[src/isr_pkg.sv]
// Shared constants, types and command/status bundles for the integer square root block.
`timescale 1ns / 1ps

package isr_pkg;

   // Operand and result widths
   localparam int VALUE_WIDTH    = 31;
   localparam int ROOT_WIDTH     = 16;
   localparam int PRODUCT_WIDTH  = 2 * VALUE_WIDTH;
   localparam int REQ_DATA_WIDTH = ((VALUE_WIDTH + 7) / 8) * 8;
   localparam int RSP_DATA_WIDTH = ((ROOT_WIDTH + 7) / 8) * 8;

   typedef logic [VALUE_WIDTH-1:0]   value_type;
   typedef logic [PRODUCT_WIDTH-1:0] product_type;
   typedef logic [ROOT_WIDTH-1:0]    root_type;

   // Controller states, one-hot
   typedef enum logic [4:0] {
      S_IDLE   = 5'b00001,
      S_MID    = 5'b00010,
      S_SQUARE = 5'b00100,
      S_UPDATE = 5'b01000,
      S_FINISH = 5'b10000
   } state_type;

   // Commands from controller to datapath
   typedef struct packed {
      logic load;     // take a new operand and seed the bounds
      logic mid;      // register the midpoint of the bounds
      logic square;   // register the midpoint squared
      logic update;   // narrow the bounds by the compare
      logic publish;  // load the result register
   } cmd_type;

   // Status from datapath to controller
   typedef struct packed {
      logic done;     // low bound has met the high bound
   } status_type;

endpackage

[src/isr_ctrl.sv]
// Controller state machine: sequences midpoint, square and compare steps and owns the handshakes.
`timescale 1ns / 1ps

module isr_ctrl (
   input  logic                clock,
   input  logic                reset,
   input  logic                req_tvalid,
   output logic                req_tready,
   output logic                rsp_tvalid,
   input  logic                rsp_tready,
   input  isr_pkg::status_type status,
   output isr_pkg::cmd_type    cmd
);

   isr_pkg::state_type state_ff, state_in;
   logic               rsp_valid_ff, rsp_valid_in;
   logic               out_free;

   // Result register may be loaded when empty or being drained this cycle
   assign out_free   = !rsp_valid_ff || rsp_tready;
   assign req_tready = (state_ff == isr_pkg::S_IDLE);
   assign rsp_tvalid = rsp_valid_ff;

   // Next state and commands
   always_comb begin
      state_in    = state_ff;
      cmd         = '0;
      case (state_ff)
         isr_pkg::S_IDLE: begin
            if (req_tvalid) begin
               cmd.load = 1'b1;
               state_in = isr_pkg::S_MID;
            end
         end
         isr_pkg::S_MID: begin
            if (status.done) begin
               state_in = isr_pkg::S_FINISH;
            end else begin
               cmd.mid  = 1'b1;
               state_in = isr_pkg::S_SQUARE;
            end
         end
         isr_pkg::S_SQUARE: begin
            cmd.square = 1'b1;
            state_in   = isr_pkg::S_UPDATE;
         end
         isr_pkg::S_UPDATE: begin
            cmd.update = 1'b1;
            state_in   = isr_pkg::S_MID;
         end
         isr_pkg::S_FINISH: begin
            if (out_free) begin
               cmd.publish = 1'b1;
               state_in    = isr_pkg::S_IDLE;
            end
         end
         default: begin
            state_in = isr_pkg::S_IDLE;
         end
      endcase
   end

   // Output valid: set on publish, drop once the transfer completes
   always_comb begin
      rsp_valid_in = rsp_valid_ff;
      if (cmd.publish) begin
         rsp_valid_in = 1'b1;
      end else if (rsp_tready) begin
         rsp_valid_in = 1'b0;
      end
   end

   always_ff @(posedge clock) begin
      if (reset) begin
         state_ff     <= isr_pkg::S_IDLE;
         rsp_valid_ff <= 1'b0;
      end else begin
         state_ff     <= state_in;
         rsp_valid_ff <= rsp_valid_in;
      end
   end

endmodule

[src/isr_dp.sv]
// Datapath: operand, search bounds, midpoint, square and result registers.
`timescale 1ns / 1ps

module isr_dp (
   input  logic                clock,
   input  isr_pkg::value_type  value,
   input  isr_pkg::cmd_type    cmd,
   output isr_pkg::status_type status,
   output isr_pkg::root_type   root
);

   isr_pkg::value_type   operand_ff, operand_in;
   isr_pkg::value_type   low_ff, low_in;
   isr_pkg::value_type   high_ff, high_in;
   isr_pkg::value_type   mid_ff, mid_in;
   isr_pkg::product_type square_ff, square_in;
   isr_pkg::root_type    root_ff, root_in;
   logic                 too_big;

   // Midpoint of the current bounds without overflow
   assign mid_in    = low_ff + ((high_ff - low_ff) >> 1);
   assign square_in = isr_pkg::PRODUCT_WIDTH'(mid_ff) * isr_pkg::PRODUCT_WIDTH'(mid_ff);
   assign too_big   = square_ff > isr_pkg::PRODUCT_WIDTH'(operand_ff);

   // Seed or narrow the bounds; zero, one and two finish at once
   always_comb begin
      operand_in = operand_ff;
      low_in     = low_ff;
      high_in    = high_ff;
      if (cmd.load) begin
         operand_in = value;
         if (value == '0) begin
            low_in  = isr_pkg::VALUE_WIDTH'(1);
            high_in = isr_pkg::VALUE_WIDTH'(1);
         end else if (value <= isr_pkg::VALUE_WIDTH'(2)) begin
            low_in  = isr_pkg::VALUE_WIDTH'(2);
            high_in = isr_pkg::VALUE_WIDTH'(2);
         end else begin
            low_in  = isr_pkg::VALUE_WIDTH'(1);
            high_in = value - isr_pkg::VALUE_WIDTH'(1);
         end
      end else if (cmd.update) begin
         if (too_big) begin
            high_in = mid_ff;
         end else begin
            low_in = mid_ff + isr_pkg::VALUE_WIDTH'(1);
         end
      end
   end

   // Root is one below the final low bound
   assign root_in = isr_pkg::ROOT_WIDTH'(low_ff - isr_pkg::VALUE_WIDTH'(1));

   always_ff @(posedge clock) begin
      operand_ff <= operand_in;
      low_ff     <= low_in;
      high_ff    <= high_in;
      if (cmd.mid) begin
         mid_ff <= mid_in;
      end
      if (cmd.square) begin
         square_ff <= square_in;
      end
      if (cmd.publish) begin
         root_ff <= root_in;
      end
   end

   assign status.done = (low_ff >= high_ff);
   assign root        = root_ff;

endmodule

[src/integer_square_root.sv]
// Top level of the integer square root block: floor square root by binary search.
//
//   channel  | direction | tdata fields (lowest bit up)        | tuser | tlast
//   req_     | in        | value[30:0], pad[31]                | -     | -
//   rsp_     | out       | root[15:0]                          | -     | -
//
// One item at a time. A transfer in seeds the bounds, then each halving step
// registers the midpoint, squares it on the one multiplier and narrows the
// bounds by the compare; a check of the bounds ends the search, and the result
// register is loaded once the output is free. Values 0 to 2 skip the halving steps.
// A new item is taken while a finished result still waits in the output register.
// Reset empties the output register and returns the controller to idle.
`timescale 1ns / 1ps

module integer_square_root (
   input  logic                               clock,
   input  logic                               reset,
   input  logic                               req_tvalid,
   output logic                               req_tready,
   input  logic [isr_pkg::REQ_DATA_WIDTH-1:0] req_tdata,   // value[30:0], zero pad above
   output logic                               rsp_tvalid,
   input  logic                               rsp_tready,
   output logic [isr_pkg::RSP_DATA_WIDTH-1:0] rsp_tdata    // root[15:0]
);

   isr_pkg::cmd_type    cmd;
   isr_pkg::status_type status;
   isr_pkg::root_type   root;
   isr_pkg::value_type  value;

   // Unpack the operand from the input transfer
   assign value     = req_tdata[isr_pkg::VALUE_WIDTH-1:0];
   assign rsp_tdata = isr_pkg::RSP_DATA_WIDTH'(root);

   isr_ctrl u_ctrl (
      .clock      (clock),
      .reset      (reset),
      .req_tvalid (req_tvalid),
      .req_tready (req_tready),
      .rsp_tvalid (rsp_tvalid),
      .rsp_tready (rsp_tready),
      .status     (status),
      .cmd        (cmd)
   );

   isr_dp u_dp (
      .clock  (clock),
      .value  (value),
      .cmd    (cmd),
      .status (status),
      .root   (root)
   );

endmodule

[config.mk]
export PLATFORM = sky130hd
export DESIGN_NAME = integer_square_root
export DESIGN_NICKNAME = d
export VERILOG_FILES = /design/src/isr_pkg.sv /design/src/isr_ctrl.sv /design/src/isr_dp.sv /design/src/integer_square_root.sv
export SDC_FILE = /design/constraint.sdc
export NUM_CORES = 2
export LEC_CHECK = 0
export BUFFER_PORTS_ARGS = -buffer_cell sky130_fd_sc_hd__buf_2
export CAP_MARGIN = 20
export CORE_MARGIN = 2
export CORE_UTILIZATION = 30
export CTS_CLUSTER_DIAMETER = 80
export CTS_CLUSTER_SIZE = 30
export DETAILED_ROUTE_END_ITERATION = 12
export PLACE_DENSITY_LB_ADDON = 0.2
export RECOVER_POWER = 100
export SLEW_MARGIN = 0
export SYNTH_ARGS = -nofsm -noshare
export SYNTH_HDL_FRONTEND = slang
export SYNTH_SLANG_ARGS = --single-unit
[constraint.sdc]
create_clock -name clock -period 10.4 [get_ports clock]
set_clock_uncertainty 0.1 [all_clocks]
set_input_delay 2.08 -clock clock [delete_from_list [all_inputs] [get_ports clock]]
set_output_delay 2.08 -clock clock [all_outputs]
set_load 0.02 [all_outputs]
==> flow_metrics.tcl <==
set metrics [dict create \
    pre_cts_ws_ns 1.107 \
    vias 26880 \
    grtUsageTotal_pct 17.01 \
    p_total_mw 13.30 \
    place_congestion 0.8697 \
    post_cts_buffers 0 \
    rows 132 \
    final_util_pct 32.55 \
    critPathMaxFanout 9 \
    power.static_leakage_nw 20.63 \
    synth_ff_type "edfxtp_1" \
    die_h_um 366.3 \
    tritoncts "done" \
    drc 0 \
    setup_tns_ns 0 \
    r2r-start "u_dp.mid_ff[13]" \
    grt_pass1_vias 29270 \
    start_kind "register" \
    maxCapViolCount 7 \
    yosysTopAreaCell "fa_1" \
    grt_overflow_total 0 \
    arrival_ns 9.68 \
    syn_nets 5195 \
    start_util_pct 30.33 \
    hold_end "u_ctrl.rsp_tvalid" \
    place_area_um2 41880 \
    pin_count 54 \
    min_period_over_period_pct 91.64 \
    reg2regPathDepth 22 \
    ctsResizeCount 0 \
    synthCells 4044 \
    max_freq_mhz 104.9 \
    hold_path_class "register to register" \
    vdd_ir_drop_max_mv 0.4337 \
    cts_hold_buf 0 \
    finalSetupViolCount 0 \
    drt_iter0_markers 1603 \
    viasPerCell 4.621 \
    cts.sinks 207 \
    hpwlAfterDp_um 92260 \
    worst_r2r_endpoint "u_dp.square_ff[60]" \
    drtPass1Iterations 5 \
    antenna_found_initial 14 \
    async_flop_share_pct 0 \
    relSlewSlack_pct -128.1 \
    drv_slew 245 \
    yosysWarnings 0 \
    outcome "complete, but fails checks" \
    wl_um 110300 \
    syn_area_um2 39380 \
    htreeDepth 1 \
    clockBufferDepth 3 \
    ys_types 79 \
    holdPathStages 2 \
    min_period_ns 9.531 \
    grt_max_degree 56 \
    violations "capacitance limit, slew limit" \
    hold_start "u_ctrl.rsp_tvalid" \
    die_w_um 366.3 \
    clk_latency_ns 0.55 \
    seq_area_frac_synth_pct 15.63 \
    nets 5210 \
    rsz0062_at_grt "false" \
    synth_top_cell_area_share_pct 38.18 \
    dieArea_um2 134200 \
    hold_viol_final 0 \
    ant_nets 0 \
    setup_slack_ns 0.8693 \
    max_slew.worst_pin.slew_ns 3.422 \
    path_class "register to register" \
    cts_made_buffers 16 \
    drive_gt1_share_pct 3.244 \
    io_buffers 52 \
    synthTopCellsByArea "fa_1 38%, edfxtp_1 15%, ha_1 12%" \
    grt_pass1_wl_um 175400 \
    syn_avg_cell_area_um2 9.737 \
    powerDensity_nw_per_um2 314.7 \
    syn2layout_area_growth_pct 7.315 \
    required_ns 10.55 \
    synth_edf_count 201 \
    clk_pin_slew_ns 0.11 \
    wl_per_cell_um 18.97 \
    ys_ff_latch 207 \
    r2r_slack_ns 0.87 \
    fin_area_um2 42260 \
    clock-root-buffer "clkbuf_16" \
    cp-end-kind "register" \
    coreArea_um2 129800 \
]
[flip-flops by register name, summed over array words and instances (netlist names)]
signal,cells
u_dp.operand_ff,31
u_dp.low_ff,31
u_dp.high_ff,31
u_ctrl.state_ff,5
u_dp.root,16
u_dp.mid_ff,31
u_dp.square_ff,61
u_ctrl.rsp_tvalid,1
[critical path, cell delays in order, from the launching register on]
cell and delay, ns:
edfxtp_1 0.73, clkinv_1 0.63, nor2_1 0.59, ha_1 0.34
xor2_1 0.18, fa_1 0.56, fa_1 0.45, fa_1 0.52
inv_1 0.06, fa_1 0.55, fa_1 0.43, fa_1 0.53
fa_1 0.42, ha_1 0.43, nand2_1 0.16, nor4_1 0.66
nand3_1 0.15, o21ai_0 0.22, clkbuf_1 0.35, a41oi_1 0.30
o31ai_1 0.53, a221oi_1 0.17, xnor2_1 0.16
[report_power, final]
part	internal (mW)	switching (mW)	total [mW]
Clock	0.317	0.355	0.672
Combinational	4.30	6.81	11.1
Sequential	1.49	0.0316	1.52
Total	6.11	7.19	13.3
[Yosys cell counts, types with 4 or more instances]
library cell     n
ha_1           364
buf_1            9
o31ai_1         11
and2_1         194
a21o_1          70
nor3_1          31
nor4_1          20
clkinv_1         7
nand3b_1         5
nand2b_1        19
a211oi_1        13
nand3_1         43
dfxtp_1          6
a21boi_0         5
o221ai_1         4
xor2_1          69
or2_2            8
inv_1         1010
a21oi_1        139
nor2b_1         24
a31o_2           6
nor2_1         151
a31oi_1         13
o21bai_1        22
and3_1          21
o21a_1          16
fa_1           751
o22ai_2         13
and4_1           5
edfxtp_1       201
or3_1            6
o21ai_2          7
nand4_1         34
xnor2_1        129
clkbuf_1       117
o211ai_1         9
nand2_1        342
a221oi_1         6
o21ai_0         77
a211o_1          7
[through the flow]
step	hold slack, ns	std cells
global placement	0.3934	5783
CTS	0.4242	5811
global route	0.4785	5813
finish	0.4228	5816
floorplan	0.3550	4044
detailed placement	0.4079	5783
[layout by cell type, fill, tap and decap left out, types with 17 or more instances in the layout]
cell type,n
and3_1,22
nand2b_1,19
a21o_1,70
nor3_1,31
ha_1,364
o21ai_0,78
and2_1,189
o21bai_1,22
nor2b_1,24
xor2_1,69
nand3_1,44
fa_1,751
buf_4,61
edfxtp_1,201
clkbuf_1,63
clkbuf_16,17
a21oi_1,139
nor2_1,151
nand2_1,342
xnor2_1,129
inv_1,1012
nand4_1,34
nor4_1,20
[metal layers]
| metal | vias up | global-route usage (%) | part of all wire [%] | wire [um] |
|---|---|---|---|---|
| li1 | 12540 | - | - | - |
| met2 | 511 | 27.62 | 46 | 51280 |
| met1 | 13720 | 23.66 | 45 | 49860 |
| met4 | 14 | 2.548 | 1.8 | 1956 |
| met5 | - | 0 | 0.070 | 77 |
| met3 | 96 | 3.669 | 6.5 | 7129 |
[worst max-delay path by stage]
stage / startpoint / slack (ns) / endpoint / cells past startpoint
2_1_floorplan: u_dp.mid_ff[17] / 2.61 / u_dp.square_ff[58] / 26
3_3_place_gp: u_dp.mid_ff[13] / 1.16 / u_dp.square_ff[58] / 23
3_5_place_dp: u_dp.mid_ff[13] / 1.11 / u_dp.square_ff[58] / 23
4_1_cts: u_dp.mid_ff[13] / 1.03 / u_dp.square_ff[58] / 23
5_1_grt: u_dp.mid_ff[13] / 0.30 / u_dp.square_ff[60] / 23
6_report: u_dp.mid_ff[13] / 0.87 / u_dp.square_ff[60] / 22
[area by class of cell]
cell class	count	area (um2)
sequential	207	6156
multi-input combinational	2688	28820
tap	1742	2180
timing repair buffer	126	720.7
clock buffer	18	429.2
clock inverter	10	110.1
antenna	5	12.51
fill	13730	87560
inverter	1020	3829
[kinds of logic (layout without fill, tap and decap cells)]
| group | count (synthesis) | count (layout) | share of synthesized area [%] |
|---|---|---|---|
| AOI/OAI and AO/OA | 448 | 448 | 7.509 |
| other | 0 | 5 | 0 |
| xor gates and xnor gates | 198 | 198 | 4.404 |
| DFF | 207 | 207 | 15.63 |
| buffers and inverters | 1149 | 1174 | 11.05 |
| and+or+nand+nor | 923 | 923 | 11.55 |
| muxes | 4 | 4 | 0.1049 |
| adders and majority gates | 1115 | 1115 | 49.75 |
Note: power is estimated with default switching activity, not from simulation.
